<file path="src/rtl/gillespie_cell_propensity_macros.svh">
// assertion macros for the propensity block
`ifndef GILLESPIE_CELL_PROPENSITY_MACROS_SVH
`define GILLESPIE_CELL_PROPENSITY_MACROS_SVH
`ifndef SYNTHESIS
`define GCP_ASSERT(label, clk, rst, prop) \
   label: assert property (@(posedge clk) disable iff (rst) prop) else $error("%m failed");
`define GCP_ASSERT_NR(label, clk, prop) \
   label: assert property (@(posedge clk) prop) else $error("%m failed");
`else
`define GCP_ASSERT(label, clk, rst, prop)
`define GCP_ASSERT_NR(label, clk, prop)
`endif
`endif

</file>
<file path="src/rtl/gcp_pkg.sv">
// shared types and constants for the propensity block
package gcp_pkg;
   localparam int POP_BITS   = 16;
   localparam int NUM_EVENTS = 12;
   localparam int EV_BITS    = 4;
   localparam int COEF_BITS  = 32;
   localparam int PROP_BITS  = 48;
   localparam int CELL_BITS  = 52;
   localparam int TOT_BITS   = 62;
   localparam int QDEPTH     = 2;

   localparam logic FUNC_LOAD = 1'b0;
   localparam logic FUNC_CELL = 1'b1;

   localparam logic [EV_BITS-1:0] EV_R3   = 4'd3;
   localparam logic [EV_BITS-1:0] EV_R4   = 4'd4;
   localparam logic [EV_BITS-1:0] EV_R9   = 4'd9;
   localparam logic [EV_BITS-1:0] EV_LAST = 4'd11;

   localparam logic [0:0] CSR_WPN = 1'b0;
   localparam logic [0:0] CSR_NC  = 1'b1;

   typedef struct packed {
      logic                first;
      logic [POP_BITS-1:0] w;
      logic [POP_BITS-1:0] q;
      logic [POP_BITS-1:0] f;
      logic [POP_BITS-1:0] p;
   } cell_type;

   typedef enum logic [2:0] {
      ST_IDLE, ST_DIV3, ST_DIV4, ST_DIV9, ST_EMIT
   } state_type;
endpackage

</file>
<file path="src/rtl/gcp_front.sv">
// front end: coefficient loads and cell queue
module gcp_front (
   input  logic                                      clock,
   input  logic                                      reset,
   input  logic                                      req_valid,
   output logic                                      req_ready,
   input  logic                                      req_func,
   input  logic [gcp_pkg::EV_BITS-1:0]               req_coef_index,
   input  logic [gcp_pkg::COEF_BITS-1:0]             req_coef_value,
   input  gcp_pkg::cell_type                         req_cell,
   output logic                                      q_valid,
   input  logic                                      q_pop,
   output gcp_pkg::cell_type                         q_cell,
   input  logic                                      back_idle,
   output logic [gcp_pkg::NUM_EVENTS-1:0][gcp_pkg::COEF_BITS-1:0] coef
);
   logic [gcp_pkg::NUM_EVENTS-1:0][gcp_pkg::COEF_BITS-1:0] coef_ff;
   gcp_pkg::cell_type q_mem [gcp_pkg::QDEPTH];
   logic [0:0] wp_ff, rp_ff;
   logic [1:0] cnt_ff, cnt_in;
   logic push;

   // a load waits until every earlier cell has been fully worked off
   assign req_ready = (req_func == gcp_pkg::FUNC_LOAD) ? ((cnt_ff == 2'd0) && back_idle)
                                                      : (cnt_ff != 2'(gcp_pkg::QDEPTH));
   assign push      = req_valid && req_ready && (req_func == gcp_pkg::FUNC_CELL);
   assign q_valid   = cnt_ff != 2'd0;
   assign q_cell    = q_mem[rp_ff];
   assign coef      = coef_ff;
   assign cnt_in    = cnt_ff + 2'(push) - 2'(q_pop);

   always_ff @(posedge clock) begin
      if (reset) begin
         coef_ff <= '0;
         wp_ff   <= '0;
         rp_ff   <= '0;
         cnt_ff  <= '0;
      end else begin
         if (req_valid && req_ready && req_func == gcp_pkg::FUNC_LOAD &&
             req_coef_index < 4'(gcp_pkg::NUM_EVENTS))
            coef_ff[req_coef_index] <= req_coef_value;
         if (push) wp_ff <= wp_ff + 1'b1;
         if (q_pop) rp_ff <= rp_ff + 1'b1;
         cnt_ff <= cnt_in;
      end
   end

   always_ff @(posedge clock) begin
      if (push) q_mem[wp_ff] <= req_cell;
   end
endmodule

</file>
<file path="config.mk">
export PLATFORM = sky130hd
export DESIGN_NAME = gcp_front
export DESIGN_NICKNAME = d
export VERILOG_FILES = /design/src/rtl/gillespie_cell_propensity_macros.svh /design/src/rtl/gcp_pkg.sv /design/src/rtl/gcp_front.sv
export SDC_FILE = /design/constraint.sdc
export NUM_CORES = 1
export LEC_CHECK = 0
export ABC_CLOCK_PERIOD_IN_PS = 10800
export BUFFER_PORTS_ARGS = -buffer_cell sky130_fd_sc_hd__buf_2
export CAP_MARGIN = 20
export CELL_PAD_IN_SITES_DETAIL_PLACEMENT = 0
export CELL_PAD_IN_SITES_GLOBAL_PLACEMENT = 2
export CORE_MARGIN = 2
export CORE_UTILIZATION = 36
export DETAILED_ROUTE_END_ITERATION = 8
export PLACE_DENSITY = 0.86
export SLEW_MARGIN = 20
export SYNTH_ARGS = -nofsm -noshare
export SYNTH_HDL_FRONTEND = slang
export SYNTH_SLANG_ARGS = --single-unit
</file>
<file path="constraint.sdc">
create_clock -name clock -period 10.8 [get_ports clock]
set_input_delay 0.54 -clock clock [delete_from_list [all_inputs] [get_ports clock]]
set_output_delay 0.54 -clock clock [all_outputs]
set_load 0.02 [all_outputs]
</file>
Word level (Yosys, flattened, before mapping)
Memories as Yosys holds them, arrays and structs flattened. A register that Yosys moved wholly into a read port is not among the register bits.
Cells that the tools add are included.
{ "word_totals": {"reg_bits": 388, "mem_bits_rw": 130, "input_bits": 107, "output_inout_bits": 451, "wordCells": 41, "memories": 1} }
{ "op_classes": {"addsub": 4, "order_cmp": 3, "eq_ne": 1, "muxes": 8, "bitwise_logic": 1, "reduce_logical": 8} }
{ "mem_list": {"columns": ["name", "depth", "width", "read_ports", "rd_ports_with_merged_regs", "write_ports", "line_no", "rtl"], "rows": [
  ["q_mem", 2, 65, 1, 1, 1, "gcp_front.sv:18", "gcp_pkg::cell_type q_mem [gcp_pkg::QDEPTH];"]
]} }
{ "op_table": {"columns": ["operator", "count"], "rows": [
  ["$bwmux W384", 1],
  ["$demux W32 S4", 1],
  ["$mux W32", 1],
  ["$logic_and A1 B1 Y1", 6],
  ["$lt A4 B5 Y1 const B", 1],
  ["$mux W1", 5],
  ["$ge A4 B1 Y1 const B", 1],
  ["$lt A4 B4 Y1 const B", 1],
  ["$add A1 B1 Y1 const B", 2],
  ["$add A2 B1 Y2", 1],
  ["$logic_not A2 Y1", 1],
  ["$ne A2 B2 Y1 const B", 1],
  ["$reduce_bool A2 Y1", 1],
  ["$sub A2 B1 Y2", 1],
  ["$not A1 Y1", 1]
]} }

Logic depth before layout (Yosys ltp)
{ "logic_depth": {"ltp_word": 7, "depth_mapped": 8} }

Worst setup path before layout
Ideal clock, no wire load.
{ "synth_timing": {"path_kind": "input port to flip-flop", "startpoint": "input req_valid", "endpoint": "memory q_mem[1][0] (netlist name) (enable)", "setup_ns": 0.488, "t_arrival_ns": 3.356, "t_required_ns": 10.312, "path_slack_ns": 6.956, "path_stages": 2, "path_buffers": 0, "cell_sequence": "nand3_1 -> nor2_1"} }
{ "synth_via": {"elab_chain_len": 4} }
{ "synth_rtl": {"columns": ["item", "line_no", "rtl"], "rows": [
  ["start, declared", "gcp_front.sv:5", "input logic req_valid,"],
  ["$logic_and A1 B1 Y1 (2 in series)", "gcp_front.sv:26", "assign push = req_valid && req_ready && (req_func == gcp_pkg::FUNC_CELL);"],
  ["$mux W1", "gcp_front.sv:49", "if (push) q_mem[wp_ff] <= req_cell;"],
  ["$mux W1 (not written as such)", "gcp_front.sv:49", null],
  ["end, declared", "gcp_front.sv:18", null]
]} }
No other way between the ends.

==> results.sh <==
export IMPL_grt_use_total_pct=21.0
export IMPL_area_growth_pct=25.4
export IMPL_finalSetupViolCount=0
export IMPL_grt_ovfl_total=0
export IMPL_hold_path_end="q_mem[0][6]"
export IMPL_clkSinkCount=519
export IMPL_ant_nets=0
export IMPL_ys_warnings_count=0
export IMPL_yosysMostFrequentCell="nand2b_1"
export IMPL_multiInputGateArea_mm2=0.00758
export IMPL_routedWlPerCell_um=22.0
export IMPL_max_cap_violations=0
export IMPL_slew_viol_final=0
export IMPL_critical_path_cell_chain="clkbuf_8 -> buf_4 -> buf_4 -> buf_4 -> nand2b_1 -> mux2i_1"
export IMPL_startpoint_type="primary input"
export IMPL_tns_ns=0
export IMPL_die_area_mm2=0.0571
export IMPL_pwr_share_clk_pct=45.1
export IMPL_nFillCells=5093
export IMPL_seq_area_mm2=0.0117
export IMPL_synth_top_cell_area_share_pct=39.2
export IMPL_fin_hold_ws_ns=0.131
export IMPL_r2r_start="cnt_ff[1]"
export IMPL_synth_area_leaders="dfxtp_1 39%, edfxtp_1 20%, mux2i_1 19%, nand2b_1 13%, mux2_2 3.7%"
export IMPL_crit_top_cell="buf_4"
export IMPL_post_route_drc_count=0
export IMPL_io_pins=558
export IMPL_clock_latency_ns=0.60
export IMPL_first_iter_violations=598
export IMPL_p_seq_share_pct=48.7
export IMPL_dr_pass1_iters=4
export IMPL_synthArstFlopShare_pct=0
export IMPL_clkTransAtPathRegs_ns=0.06
export IMPL_p_leak_nw=12.6
export IMPL_final_cells=2805
export IMPL_power_switching_mw=0.949
export IMPL_cts_buffer_depth=3
export IMPL_antennaDiodeCount=0
export IMPL_synth_cell_types=32
export IMPL_rr_endpoint="coef[370]"
export IMPL_crit_arrival_ns=3.51
export IMPL_cts_root_buffer="clkbuf_16"
export IMPL_required_ns=11.23
export IMPL_hold_viol_final=0
export IMPL_status="completed"
export IMPL_placementRows=86
export IMPL_relSlewSlack_pct=29.1
export IMPL_final_setup_skew_ns=0.0220
export IMPL_cts_resized_gates=0
export IMPL_cts_tree="yes"
export IMPL_fmax_ghz=0.325
export IMPL_drt_wl_total_um=61700
export IMPL_syn_area_per_cell_um2=12.8
export IMPL_ir_drop_mv=0.110
export IMPL_reg2reg_depth=3
export IMPL_htree_num_levels=2
export IMPL_worst_setup_path_end_kind="register"
export IMPL_antenna_found_initial=4
export IMPL_fin_nets=2166
export IMPL_pwr_share_comb_pct=6.2
export IMPL_portBuffers=557
export IMPL_synthesis_area_mm2=0.0199
export IMPL_hold_path_depth=1
export IMPL_p_int_mw=3.23
export IMPL_die_h_um=239
export IMPL_critical_path_buf_inv_count=4
export IMPL_min_from="req_cell[6]"
export IMPL_cts_setup_buffers=0
export IMPL_die_x_um=239
export IMPL_syn_num_nets=1666
export IMPL_start_util_pct=36.2
export IMPL_rsz0062_at_grt="false"
export IMPL_numCtsBuffers=57
export IMPL_synth_area_leader_cell="dfxtp_1"
export IMPL_yosysSeqAreaShare_pct=58.8
export IMPL_critPathSlowestCell="buf_4"
export IMPL_dp_hpwl_um=42300
export IMPL_gp_congestion=0.790
export IMPL_dp_cells=2702
export IMPL_vias=13300
export IMPL_crit_type="in -> reg"
export IMPL_period_needed_ns=3.08
export IMPL_synth_cells=1557
export IMPL_grt_pass1_wl_um=89300
export IMPL_grt_pass1_vias=13400
export IMPL_coreArea_mm2=0.0549
export IMPL_grt_max_degree=158
export IMPL_synth_flop_cell="dfxtp_1"
export IMPL_cp_max_fo=157
export IMPL_drive_gt1_share_pct=35.3
export IMPL_synth_edf_count=130
export IMPL_max_slew_worst_pin_slew_ns=1.06
export IMPL_swShare_pct=22.7
export IMPL_cpPeakStageDelay_ns=0.69
export IMPL_hold_buffers=0
export IMPL_rrSetupSlack_ns=8.05
export IMPL_fin_crit_sh_pct=28.5
export IMPL_pwr_density_cell_mw_per_mm2=168
export IMPL_path_delay_family="buffers and inverters"
export IMPL_via_per_inst=4.74
export IMPL_ys_ff_latch=519
export IMPL_hp_class="in -> reg"
export IMPL_ys_top_cells_by_count="417 x nand2b_1, 389 x dfxtp_1, 384 x mux2i_1"
-- final cells by class --
type,instances,share of cell area (%)
flip-flops and latches,519,46.9
multi-input cells,905,30.4
repair buffers,570,11.7
clock buffers,89,6.86
well taps,704,3.54
clock inverters,14,0.467
inverters,4,0.0603
-- state kept, by name, summed over array words and instances (netlist names), named ones only --
register,flops
cnt_ff,2
q_mem,130
wp_ff,1
coef,384
rp_ff,1
-- cell usage in the layout (no fill, tap or decap), types with 2 or more instances in the layout --
cell type	count
clkbuf_8	15
inv_1	3
a21oi_1	3
clkinv_2	6
buf_4	11
clkinv_4	2
nor2b_1	2
buf_2	556
clkbuf_16	58
ha_1	2
edfxtp_1	130
nand2b_1	417
nand4_4	3
clkbuf_1	16
buf_12	2
mux2i_1	384
dfxtp_1	388
nand3_2	7
nand3_4	2
nor2_1	4
mux2_2	65
clkinv_1	2
-- power groups by stage --
stage	combinational [mW]	sequential [mW]	clock [mW]
2_1_floorplan	0.163	2.08	0
3_3_place_gp	0.259	2.07	0
3_5_place_dp	0.262	2.07	0
4_1_cts	0.263	2.03	1.93
5_1_grt	0.278	2.03	2.01
6_report	0.260	2.03	1.88
-- worst max-delay path by stage --
stage / cells after the start / from / slack, ns / endpoint
final: 6 / reset / 7.72 / coef[294]
after global routing: 6 / reset / 7.36 / coef[29]
after CTS: 6 / reset / 7.66 / coef[29]
after detailed placement: 6 / reset / 7.04 / coef[360]
after global placement: 6 / reset / 7.09 / coef[203]
after floorplan: 2 / req_valid / 6.96 / q_mem[1][0]
-- logic make-up (layout without fill, tap and decap cells) --
kind of cell	after synthesis	after routing	share of synthesized area, %
buf+inv	133	677	3.24
mux	449	449	23.0
fa+ha+maj	2	2	0.126
simple gates	448	448	14.6
xor+xnor	2	2	0.0882
compound gates	4	4	0.120
flops	519	519	58.8
-- routing by layer --
| layer | routed length, um | global-route usage (%) |
|---|---|---|
| met1 | 25600 | 25.5 |
| met2 | 29400 | 35.2 |
| met3 | 5330 | 7.60 |
| met4 | 1370 | 5.34 |
| met5 | 56 | 0 |
-- per-stage QoR --
step                      cell area [um2]  util (%)  total power [mW]  setup slack [ns]
final                               24900      45.4              4.18              7.72
after detailed placement            23100      42.1              2.34              7.04
after CTS                           24900      45.4              4.23              7.66
after global routing                24900      45.4              4.33              7.36
after floorplan                     19900         -              2.24              6.96
after global placement              23000      42.0              2.33              7.09
-- worst reg2reg max path: cells and delay by family (launching register included) --
kind | cells | cell delay (ns)
AND/OR/NAND/NOR | 2 | 1.79
multiplexers | 1 | 0.48
flip-flops | 1 | 0.39
Note: power is estimated with default switching activity, not from simulation.
